**src/rtl/ssb_pkg.sv**
```systemverilog
`timescale 1ns / 1ps
// Shared types, widths, register indexes and the color quantizer for the
// scaled sprite blitter. Depends on nothing; ssb_front, ssb_back and the top use it.
package ssb_pkg;

  // Field widths of the input and result items.
  localparam int unsigned IDX_W   = 16;
  localparam int unsigned PIX_W   = 32;
  localparam int unsigned POS_W   = 10;
  localparam int unsigned SDIM_W  = 9;
  localparam int unsigned FDIM_W  = 11;
  localparam int unsigned NUM_W   = POS_W + SDIM_W;
  localparam int unsigned ADDR_W  = 20;
  localparam int unsigned COLOR_W = 6;
  localparam int unsigned CHAN_W  = 8;

  // Stream packing.
  localparam int unsigned IN_DATA_W    = 72;
  localparam int unsigned OUT_DATA_W   = 32;
  localparam int unsigned IN_INDEX_LSB = 0;
  localparam int unsigned IN_PIXEL_LSB = IN_INDEX_LSB + IDX_W;
  localparam int unsigned IN_COL_LSB   = IN_PIXEL_LSB + PIX_W;
  localparam int unsigned IN_ROW_LSB   = IN_COL_LSB + POS_W;

  // Source bitmap store and front-to-back queue.
  localparam int unsigned STORE_DEPTH = 65536;
  localparam int unsigned QUEUE_DEPTH = 2;

  // Configuration port.
  localparam int unsigned REG_IDX_W = 3;
  localparam int unsigned CFG_W     = 11;

  localparam logic [REG_IDX_W-1:0] REG_SOURCE_WIDTH  = 3'd0;
  localparam logic [REG_IDX_W-1:0] REG_SOURCE_HEIGHT = 3'd1;
  localparam logic [REG_IDX_W-1:0] REG_TARGET_LEFT   = 3'd2;
  localparam logic [REG_IDX_W-1:0] REG_TARGET_TOP    = 3'd3;
  localparam logic [REG_IDX_W-1:0] REG_TARGET_WIDTH  = 3'd4;
  localparam logic [REG_IDX_W-1:0] REG_TARGET_HEIGHT = 3'd5;
  localparam logic [REG_IDX_W-1:0] REG_FRAME_WIDTH   = 3'd6;
  localparam logic [REG_IDX_W-1:0] REG_FRAME_HEIGHT  = 3'd7;

  localparam logic [SDIM_W-1:0] RST_SOURCE_WIDTH  = 9'd1;
  localparam logic [SDIM_W-1:0] RST_SOURCE_HEIGHT = 9'd1;
  localparam logic [FDIM_W-1:0] RST_TARGET_LEFT   = 11'd0;
  localparam logic [FDIM_W-1:0] RST_TARGET_TOP    = 11'd0;
  localparam logic [FDIM_W-1:0] RST_TARGET_WIDTH  = 11'd1;
  localparam logic [FDIM_W-1:0] RST_TARGET_HEIGHT = 11'd1;
  localparam logic [FDIM_W-1:0] RST_FRAME_WIDTH   = 11'd320;
  localparam logic [FDIM_W-1:0] RST_FRAME_HEIGHT  = 11'd200;

  // Channel quantizer (c*3+127)/255, reduced to the three input thresholds
  // at which the result steps up.
  localparam int unsigned QuantMul   = 3;
  localparam int unsigned QuantBias  = 127;
  localparam int unsigned QuantDiv   = 255;
  localparam int unsigned QuantStep1 = (QuantDiv * 1 - QuantBias + QuantMul - 1) / QuantMul;
  localparam int unsigned QuantStep2 = (QuantDiv * 2 - QuantBias + QuantMul - 1) / QuantMul;
  localparam int unsigned QuantStep3 = (QuantDiv * 3 - QuantBias + QuantMul - 1) / QuantMul;

  typedef enum logic {
    OP_LOAD = 1'b0,
    OP_DRAW = 1'b1
  } opcode_e;

  // What the back end has to do with a queued item.
  typedef enum logic [1:0] {
    KIND_LOAD,
    KIND_SKIP,
    KIND_DRAW
  } kind_e;

  typedef enum logic [2:0] {
    ST_IDLE,
    ST_WRITE,
    ST_DIV,
    ST_ADDR,
    ST_READ,
    ST_DONE
  } back_state_e;

  // One classified item in the queue.
  typedef struct packed {
    kind_e             kind;
    logic [IDX_W-1:0]  index;
    logic [PIX_W-1:0]  pixel;
    logic [NUM_W-1:0]  num_x;
    logic [NUM_W-1:0]  num_y;
    logic [ADDR_W-1:0] addr;
  } entry_t;

  // Saturated sizes that the back end needs.
  typedef struct packed {
    logic [SDIM_W-1:0] sw;
    logic [SDIM_W-1:0] sh;
    logic [FDIM_W-1:0] tw;
    logic [FDIM_W-1:0] th;
  } dims_t;

  typedef struct packed {
    logic              write_valid;
    logic [ADDR_W-1:0] frame_address;
    logic [COLOR_W-1:0] color_index;
  } result_t;

  function automatic logic [1:0] quant2(input logic [CHAN_W-1:0] c);
    logic [1:0] q;
    q = 2'd0;
    if (c >= CHAN_W'(QuantStep1)) q = 2'd1;
    if (c >= CHAN_W'(QuantStep2)) q = 2'd2;
    if (c >= CHAN_W'(QuantStep3)) q = 2'd3;
    return q;
  endfunction

endpackage

```
**src/rtl/ssb_front.sv**
```systemverilog
`timescale 1ns / 1ps
// Front end: configuration registers, item classification, clipping,
// framebuffer address and scaling products, and the queue to the back end.
// Depends on ssb_pkg.
module ssb_front #(
  parameter int unsigned MAX_SOURCE_DIM = 256,
  parameter int unsigned MAX_FRAME_DIM  = 1024
) (
  input  logic                             clk_i,
  input  logic                             rst_ni,
  input  logic                             cfg_we_i,
  input  logic [ssb_pkg::REG_IDX_W-1:0]    cfg_idx_i,
  input  logic [ssb_pkg::CFG_W-1:0]        cfg_data_i,
  input  logic                             s_axis_tvalid_i,
  output logic                             s_axis_tready_o,
  // tdata: source_index, source_pixel, target_column, target_row, zero fill
  input  logic [ssb_pkg::IN_DATA_W-1:0]    s_axis_tdata_i,
  // tuser: opcode
  input  logic                             s_axis_tuser_i,
  output ssb_pkg::dims_t                   dims_o,
  output logic                             q_valid_o,
  output ssb_pkg::entry_t                  q_entry_o,
  input  logic                             q_pop_i
);

  localparam int unsigned PTR_W = (ssb_pkg::QUEUE_DEPTH > 1) ? $clog2(ssb_pkg::QUEUE_DEPTH) : 1;
  localparam int unsigned CNT_W = $clog2(ssb_pkg::QUEUE_DEPTH + 1);

  logic [ssb_pkg::SDIM_W-1:0] src_w_q, src_h_q;
  logic [ssb_pkg::FDIM_W-1:0] tgt_left_q, tgt_top_q, tgt_w_q, tgt_h_q, frm_w_q, frm_h_q;

  logic [ssb_pkg::SDIM_W-1:0] sw, sh;
  logic [ssb_pkg::FDIM_W-1:0] tw, th, fw, fh;

  logic [ssb_pkg::POS_W-1:0]    in_x, in_y;
  logic [ssb_pkg::FDIM_W:0]     fx, fy;
  logic [2*ssb_pkg::FDIM_W-1:0] addr_prod, addr_sum;
  logic                         zero_size, outside, clipped;
  ssb_pkg::entry_t              new_entry;

  ssb_pkg::entry_t  queue_q [ssb_pkg::QUEUE_DEPTH];
  logic [PTR_W-1:0] wr_ptr_q, wr_ptr_d, rd_ptr_q, rd_ptr_d;
  logic [CNT_W-1:0] count_q, count_d;
  logic             push, pop;

  // Configuration writes; the source sizes keep their low nine bits.
  always_ff @(posedge clk_i or negedge rst_ni) begin
    if (!rst_ni) begin
      src_w_q    <= ssb_pkg::RST_SOURCE_WIDTH;
      src_h_q    <= ssb_pkg::RST_SOURCE_HEIGHT;
      tgt_left_q <= ssb_pkg::RST_TARGET_LEFT;
      tgt_top_q  <= ssb_pkg::RST_TARGET_TOP;
      tgt_w_q    <= ssb_pkg::RST_TARGET_WIDTH;
      tgt_h_q    <= ssb_pkg::RST_TARGET_HEIGHT;
      frm_w_q    <= ssb_pkg::RST_FRAME_WIDTH;
      frm_h_q    <= ssb_pkg::RST_FRAME_HEIGHT;
    end else if (cfg_we_i) begin
      unique case (cfg_idx_i)
        ssb_pkg::REG_SOURCE_WIDTH:  src_w_q    <= cfg_data_i[ssb_pkg::SDIM_W-1:0];
        ssb_pkg::REG_SOURCE_HEIGHT: src_h_q    <= cfg_data_i[ssb_pkg::SDIM_W-1:0];
        ssb_pkg::REG_TARGET_LEFT:   tgt_left_q <= cfg_data_i;
        ssb_pkg::REG_TARGET_TOP:    tgt_top_q  <= cfg_data_i;
        ssb_pkg::REG_TARGET_WIDTH:  tgt_w_q    <= cfg_data_i;
        ssb_pkg::REG_TARGET_HEIGHT: tgt_h_q    <= cfg_data_i;
        ssb_pkg::REG_FRAME_WIDTH:   frm_w_q    <= cfg_data_i;
        ssb_pkg::REG_FRAME_HEIGHT:  frm_h_q    <= cfg_data_i;
        default: ;
      endcase
    end
  end

  // Oversized registers saturate to the configured bounds.
  assign sw = (32'(src_w_q) > MAX_SOURCE_DIM) ? ssb_pkg::SDIM_W'(MAX_SOURCE_DIM) : src_w_q;
  assign sh = (32'(src_h_q) > MAX_SOURCE_DIM) ? ssb_pkg::SDIM_W'(MAX_SOURCE_DIM) : src_h_q;
  assign tw = (32'(tgt_w_q) > MAX_FRAME_DIM) ? ssb_pkg::FDIM_W'(MAX_FRAME_DIM) : tgt_w_q;
  assign th = (32'(tgt_h_q) > MAX_FRAME_DIM) ? ssb_pkg::FDIM_W'(MAX_FRAME_DIM) : tgt_h_q;
  assign fw = (32'(frm_w_q) > MAX_FRAME_DIM) ? ssb_pkg::FDIM_W'(MAX_FRAME_DIM) : frm_w_q;
  assign fh = (32'(frm_h_q) > MAX_FRAME_DIM) ? ssb_pkg::FDIM_W'(MAX_FRAME_DIM) : frm_h_q;

  assign dims_o.sw = sw;
  assign dims_o.sh = sh;
  assign dims_o.tw = tw;
  assign dims_o.th = th;

  assign in_x = s_axis_tdata_i[ssb_pkg::IN_COL_LSB +: ssb_pkg::POS_W];
  assign in_y = s_axis_tdata_i[ssb_pkg::IN_ROW_LSB +: ssb_pkg::POS_W];

  // Rectangle test, framebuffer position and clipping.
  assign zero_size = (sw == '0) || (sh == '0) || (tw == '0) || (th == '0);
  assign outside   = ({1'b0, in_x} >= tw) || ({1'b0, in_y} >= th);
  assign fx = {tgt_left_q[ssb_pkg::FDIM_W-1], tgt_left_q} + {2'b00, in_x};
  assign fy = {tgt_top_q[ssb_pkg::FDIM_W-1], tgt_top_q} + {2'b00, in_y};
  assign clipped = fx[ssb_pkg::FDIM_W] || fy[ssb_pkg::FDIM_W]
                || (fx[ssb_pkg::FDIM_W-1:0] >= fw) || (fy[ssb_pkg::FDIM_W-1:0] >= fh);

  // Row-major framebuffer address, kept modulo the address width.
  assign addr_prod = {{ssb_pkg::FDIM_W{1'b0}}, fy[ssb_pkg::FDIM_W-1:0]}
                   * {{ssb_pkg::FDIM_W{1'b0}}, fw};
  assign addr_sum  = addr_prod + (2*ssb_pkg::FDIM_W)'(fx[ssb_pkg::FDIM_W-1:0]);

  // Build the queue entry; the scaling numerators are formed here and stored in the queue.
  always_comb begin
    new_entry.index = s_axis_tdata_i[ssb_pkg::IN_INDEX_LSB +: ssb_pkg::IDX_W];
    new_entry.pixel = s_axis_tdata_i[ssb_pkg::IN_PIXEL_LSB +: ssb_pkg::PIX_W];
    new_entry.num_x = {{ssb_pkg::SDIM_W{1'b0}}, in_x} * {{ssb_pkg::POS_W{1'b0}}, sw};
    new_entry.num_y = {{ssb_pkg::SDIM_W{1'b0}}, in_y} * {{ssb_pkg::POS_W{1'b0}}, sh};
    new_entry.addr  = addr_sum[ssb_pkg::ADDR_W-1:0];
    if (s_axis_tuser_i == ssb_pkg::OP_LOAD) begin
      new_entry.kind = ssb_pkg::KIND_LOAD;
    end else if (zero_size || outside || clipped) begin
      new_entry.kind = ssb_pkg::KIND_SKIP;
    end else begin
      new_entry.kind = ssb_pkg::KIND_DRAW;
    end
  end

  // Queue pointers and fill count.
  assign s_axis_tready_o = (count_q != CNT_W'(ssb_pkg::QUEUE_DEPTH));
  assign push = s_axis_tvalid_i && s_axis_tready_o;
  assign pop  = q_pop_i && (count_q != '0);

  always_comb begin
    wr_ptr_d = wr_ptr_q;
    rd_ptr_d = rd_ptr_q;
    count_d  = count_q;
    if (push) begin
      wr_ptr_d = (wr_ptr_q == PTR_W'(ssb_pkg::QUEUE_DEPTH - 1)) ? '0 : wr_ptr_q + 1'b1;
    end
    if (pop) begin
      rd_ptr_d = (rd_ptr_q == PTR_W'(ssb_pkg::QUEUE_DEPTH - 1)) ? '0 : rd_ptr_q + 1'b1;
    end
    if (push && !pop) begin
      count_d = count_q + 1'b1;
    end else if (pop && !push) begin
      count_d = count_q - 1'b1;
    end
  end

  always_ff @(posedge clk_i or negedge rst_ni) begin
    if (!rst_ni) begin
      wr_ptr_q <= '0;
      rd_ptr_q <= '0;
      count_q  <= '0;
    end else begin
      wr_ptr_q <= wr_ptr_d;
      rd_ptr_q <= rd_ptr_d;
      count_q  <= count_d;
    end
  end

  // Queue storage.
  always_ff @(posedge clk_i) begin
    if (push) begin
      queue_q[wr_ptr_q] <= new_entry;
    end
  end

  assign q_valid_o = (count_q != '0);
  assign q_entry_o = queue_q[rd_ptr_q];

endmodule

```
**config.mk**
```make
export PLATFORM = sky130hd
export DESIGN_NAME = ssb_front
export DESIGN_NICKNAME = d
export VERILOG_FILES = /design/src/rtl/ssb_pkg.sv /design/src/rtl/ssb_front.sv
export SDC_FILE = /design/constraint.sdc
export NUM_CORES = 1
export LEC_CHECK = 0
export ABC_AREA = 0
export BUFFER_PORTS_ARGS = -buffer_cell sky130_fd_sc_hd__buf_2
export CAP_MARGIN = 20
export CORE_UTILIZATION = 50
export DETAILED_ROUTE_END_ITERATION = 10
export GPL_ROUTABILITY_DRIVEN = 0
export PLACE_DENSITY = 0.74
export SYNTH_ARGS = -nofsm -noshare
export SYNTH_HDL_FRONTEND = slang
export SYNTH_SLANG_ARGS = --single-unit
export TNS_END_PERCENT = 30
```
**constraint.sdc**
```tcl
create_clock -name clk_i -period 17.65 [get_ports clk_i]
set_input_delay 3.53 -clock clk_i [delete_from_list [all_inputs] [get_ports clk_i]]
set_output_delay 3.53 -clock clk_i [all_outputs]
set_load 0.02 [all_outputs]
```
==> impl_results.md, run 1 <==
- FMAX: 0.0977 GHz
- Vias in the first global route: 16700
- Register bit count reported by yosys: 304
- Die Height: 217 um
- H-tree depth: 2
- Worst-skew pair later-pin latency: 0.55 ns
- Initial DRT Pass Iterations: 5
- CP endpoint kind: flop
- Clock buffer count from CTS: 36
- CTS tree: yes
- RSZ-0062 raised after global routing: no
- Crit path arrival time: 10.51 ns
- Slew @ Worst Pin: 1.03 ns
- Most common cell after layout, fill and taps aside: inv_1
- Crit start category: input port
- Top cell by count, worst path: fa_1
- Run status: completed
- Pins Over Slew Limit: 0
- Most common flop cell mapped by yosys: edfxtp_1
- Post-synth top area share: 28.1%
- Ranking of synthesized cells by area: edfxtp_1 28%, fa_1 18%, ha_1 10%
- Max-cap viol count: 0
- HPWL after DPL: 38.8 mm
- # IOs: 242
- Port Buffers: 237
- CP max stage cell: xnor2_1
- Final setup margin: 7.42 ns
- Vias per cell: 5.42
- Die X: 217 um
- Crit Path Class: in2reg
- Pre-CTS WS: 6.97 ns
- Cts hold-fix bufs: 0
- Initial antenna violation count: 1
- Routed Antenna Nets: 0
- Largest family of logic cells by synthesized area: adder cells
- Final period util: 58.0%
- Synth Area in Compound Gates: 4.40%
- Total grt overflow: 0
- Min Tclk post-route: 10.23 ns
- Mux share of post-synthesis cell area: 9.33%
- Sequential cell area fraction in the yosys report: 37.8%
- Share of post-route cells with drive strength above 1: 22.8%
- Leading area contributor after synthesis: edfxtp_1
- Initial Utilization: 50.8%
- WL/cell: 18.0 um
- DR vias: 15600
- P&R area growth vs syn: 12.8%
- Post-Route WL: 51.7 mm
- Final Hold Violating Endpoints: 0
- Final nets: 2743
- FFs w/ async S/R, synth: 28.9%
- Slew headroom: 31.2%
- Synth Area in Simple Gates: 11.1%
- Global-route wire length before repair: 84.5 mm
- Critical path required time: 17.92 ns
- Most frequent cells in the layout: 322 x inv_1, 237 x buf_2, 216 x edfxtp_1
- XOR/XNOR Fraction of Synth Area: 2.59%
- Setup TNS: 0 ns
- Post-synth EDFFs: 216
- Clk root buf: clkbuf_16
- Synth cell types: 62
- CP max FO: 11
- Mean Syn Cell Area: 11.3 sq um
- Worst-path clk slew: 0.05 ns
- PostCTS Resize Cnt: 0
- Worst clock skew: 0.0200 ns
- DR DRC count: 0
- Setup bufs post-CTS: 0
- Worst min path class: reg2reg
- Clk buf depth: 3
- Crit-path max cell delay: 0.71 ns
- Drt initial violations: 917
- Setup violators final: 0
- GRT Total Usage: 22.9%
- Yosys Warn Count: 0
- Sink Count: 304
- Post-synthesis adder-cell area fraction: 28.3%
- Syn_nets: 2530
- Die area: 47000 sq um
- Syn Inst Count: 2040
- Largest net degree at the start of global routing: 74
- Core ar.: 45400 sq um
- Post-synth design cell area: 23000 sq um
- Row count: 78
-- synth_stat cells (all sizes together), types with 12 or more instances --
library cell,count
fa,206
nand3,16
a21o,16
dfrtp,79
nand2,215
nor2,96
o21a,12
o21ai,30
nor2b,40
and2,68
xor2,17
edfxtp,216
a21oi,37
nor3,23
clkbuf,57
buf,15
ha,192
inv,324
mux2,190
nand2b,30
xnor2,49
-- worst paths after layout --
path | startpoint | cells after the start | end | slack (ns)
setup / recovery | s_axis_tdata_i[58] | 25 | queue_q[0][19]$_DFFE_PP_ | 7.42
hold / removal | frm_w_q[7]$_DFFE_PN0P_ | 1 | frm_w_q[7]$_DFFE_PN0P_ | 0.51
setup reg to reg | tgt_top_q[0]$_DFFE_PN0P_ | 24 | queue_q[0][19]$_DFFE_PP_ | 10.23
hold reg to reg | frm_w_q[7]$_DFFE_PN0P_ | 1 | frm_w_q[7]$_DFFE_PN0P_ | 0.51
max in group asynchronous | rst_ni | 2 | rd_ptr_q$_DFFE_PN0P_ | 13.52
min in group asynchronous | rst_ni | 1 | tgt_h_q[7]$_DFFE_PN0P_ | 2.91
-- layer usage --
layer	track usage, %	wire length [um]	up-vias	part of all wire (%)
met5	0	0	-	0
met3	4.36	3570	97	6.9
met1	29.4	21700	7880	42
met4	7.61	1530	0	3.0
li1	-	-	7132	-
met2	38.7	25000	501	48
-- flip-flops by register name, summed over array words and instances (netlist names), 11 cells and up --
register and flops:
queue_q 216, frm_h_q 11, frm_w_q 11, tgt_h_q 11
tgt_left_q 11, tgt_top_q 11, tgt_w_q 11
-- critical path: cells and delay by family --
kind | cells | cell delay (ns)
AO/OA/AOI/OAI | 4 | 0.89
buffers and inverters | 5 | 0.72
XOR/XNOR | 2 | 0.85
adder cells (fa/ha/maj) | 8 | 3.42
AND/OR/NAND/NOR | 6 | 1.08
-- cell type report --
class	count	area (sq um)
fill	3802	19400
multi-input combinational	1336	12900
sequential	304	8700
timing repair buffer	247	1260
inverter	328	1230
clock buffer	48	1010
tap	600	751
clock inverter	15	189
antenna	1	2.50
-- logic make-up after synthesis --
family,count (synthesis)
XOR/XNOR,66
AND/OR/NAND/NOR,534
buffers and inverters,400
adder cells (fa/ha/maj),398
flip-flops,304
multiplexers,191
AO/OA/AOI/OAI,147
-- per-stage QoR --
step	util (%)	std cells	cell area (sq um)	hold slack, ns
final	57.3	2879	26000	0.505
after global routing	57.3	2878	26000	0.520
after CTS	57.3	2878	26000	0.501
after detailed placement	54.7	2815	24800	0.490
after global placement	54.6	2814	24800	0.478
after floorplan	-	2040	23000	0.456
Power of run 1 is left out: the tool's default activity adds up to more than one toggle a clock period on the data nets, which glitch-free logic cannot reach.
==> run 2, diff against run 1 <==
==> constraint.sdc (replaced) <==
create_clock -name clk_i -period 10.3 [get_ports clk_i]
set_input_delay 2.06 -clock clk_i [delete_from_list [all_inputs] [get_ports clk_i]]
set_output_delay 2.06 -clock clk_i [all_outputs]
set_load 0.02 [all_outputs]
==> impl_results.md, run 2 (synthesized netlist as in run 1, its figures left out) <==
- Initial DRT Pass Iterations: 6 (+1)
- Pins Over Slew Limit: 0 (unchanged)
- PostCTS Resize Cnt: 0 (unchanged)
- Share of post-route cells with drive strength above 1: 23.0% (+0.13 points)
- CTS tree: yes
- Crit path arrival time: 8.87 ns (-1.64 ns)
- Max reg flops: 216 (unchanged)
- Clk buf depth: 3 (unchanged)
- Crit path max-delay family: adder cells
- Core ar.: 45400 sq um (unchanged)
- Slew @ Worst Pin: 1.05 ns (+0.0158 ns)
- Hold Startpoint: frm_w_q[7]$_DFFE_PN0P_
- Top cell by count, worst path: fa_1
- Global-route wire length before repair: 84.2 mm (-0.29%)
- Initial Utilization: 50.8% (unchanged)
- CP endpoint kind: flop
- Pre-CTS WS: 1.21 ns (-5.76 ns)
- GRT Total Usage: 22.8% (-0.042 points)
- Final cell count without fillers: 2879 (unchanged)
- Crit-path max cell delay: 0.57 ns (-0.14 ns)
- Min Tclk post-route: 8.59 ns
- Clk root buf: clkbuf_16
- Row count: 78 (unchanged)
- Worst min path class: reg2reg
- Final setup margin: 1.71 ns (-5.70 ns)
- FMAX: 0.116 GHz
- WL/cell: 18.1 um (+0.58%)
- Port Buffers: 237 (unchanged)
- # IOs: 242 (unchanged)
- Vias in the first global route: 16500 (-0.96%)
- Routed Antenna Nets: 0 (unchanged)
- Reg-to-reg startpoint: tgt_top_q[0]$_DFFE_PN0P_
- Worst-path clk slew: 0.05 ns (about the same)
- Clock buffer count from CTS: 35 (-2.8%)
- Largest Register: queue_q
- Largest net degree at the start of global routing: 75 (+1.4%)
- Post-Route WL: 52.0 mm (+0.58%)
- Setup violators final: 0 (unchanged)
- Initial antenna violation count: 3 (+2)
- Cts hold-fix bufs: 0 (unchanged)
- Run status: completed
- RSZ-0062 raised after global routing: no
- Sink Count: 304 (unchanged)
- Total grt overflow: 0 (unchanged)
- Final Hold Violating Endpoints: 0 (unchanged)
- Critical path required time: 10.58 ns (-7.34 ns)
- Crit start category: input port
- DR DRC count: 0 (unchanged)
- Dpl cells: 2816 (+0.036%)
- Final period util: 83.4%
- Die X: 217 um (unchanged)
- Final hold slack: 0.496 ns (-0.00871 ns)
- DR vias: 15600 (+0.077%)
- Final nets: 2743 (unchanged)
- Worst clock skew: 0.0154 ns (-0.00456 ns)
- Max-cap viol count: 0 (unchanged)
- HPWL after DPL: 39.2 mm (+1.0%)
- H-tree depth: 2 (unchanged)
- Vias per cell: 5.43 (about the same)
- P&R area growth vs syn: 12.5%
- Slew headroom: 30.0% (-1.2 points)
- CP max stage cell: fa_1
- WP buf/inv: 5 (unchanged)
- Most frequent cells in the layout: 322 x inv_1, 237 x buf_2, 216 x edfxtp_1
- CP startpoint: s_axis_tdata_i[58]
- Setup TNS: 0 ns (unchanged)
- Worst-skew pair later-pin latency: 0.55 ns (about the same)
- Crit Path Class: in2reg
- Die Height: 217 um (unchanged)
- Drt initial violations: 1081 (+18%)
- CP max FO: 11 (unchanged)
- Most common cell after layout, fill and taps aside: inv_1
- Setup bufs post-CTS: 0 (unchanged)
- Die area: 47000 sq um (unchanged)
run 2: cell count changes in the layout (fill, tap and decap cells not counted), sizes merged:
cell | before | now
clkbuf | 48 | 43
clkinv | 12 | 16
bufinv | 4 | 2
buf | 247 | 248
clkinvlp | 1 | 2
inv | 326 | 327
run 2: through the flow:
stage          cell area [sq um]  utilization [%]
3_3_place_gp               24800             54.7
2_1_floorplan              23000                -
4_1_cts                    25900             57.1
5_1_grt                    25900             57.1
6_report                   25900             57.1
3_5_place_dp               24800             54.7
run 2: metal layers:
layer | global-route usage, % | vias to the layer above | share of wire (%)
met5 | 0.625 | - | 0.081
met4 | 7.16 | 2 | 2.9
met3 | 4.51 | 102 | 6.9
met2 | 38.8 | 534 | 48
met1 | 29.2 | 7844 | 42
li1 | - | 7140 | -
run 2: path summary, 6_finish.rpt:
path,slack [ns],end,depth (start not counted)
max,1.71,queue_q[0][19]$_DFFE_PP_,28
max in group asynchronous,7.78,frm_w_q[4]$_DFFE_PN0P_,2
min in group asynchronous,1.53,frm_h_q[2]$_DFFE_PN0P_,1
min,0.50,frm_w_q[7]$_DFFE_PN0P_,1
min reg2reg,0.50,frm_w_q[7]$_DFFE_PN0P_,1
max reg2reg,3.06,queue_q[0][19]$_DFFE_PP_,27
run 2: area by class of cell:
cell class	instances	area, sq um
fill	3785	19500
multi-input combinational	1336	12900
sequential	304	8700
timing repair buffer	248	1270
inverter	328	1230
clock buffer	43	936
tap	600	751
clock inverter	19	174
antenna	1	2.50
Power of run 2 is left out for the same reason.
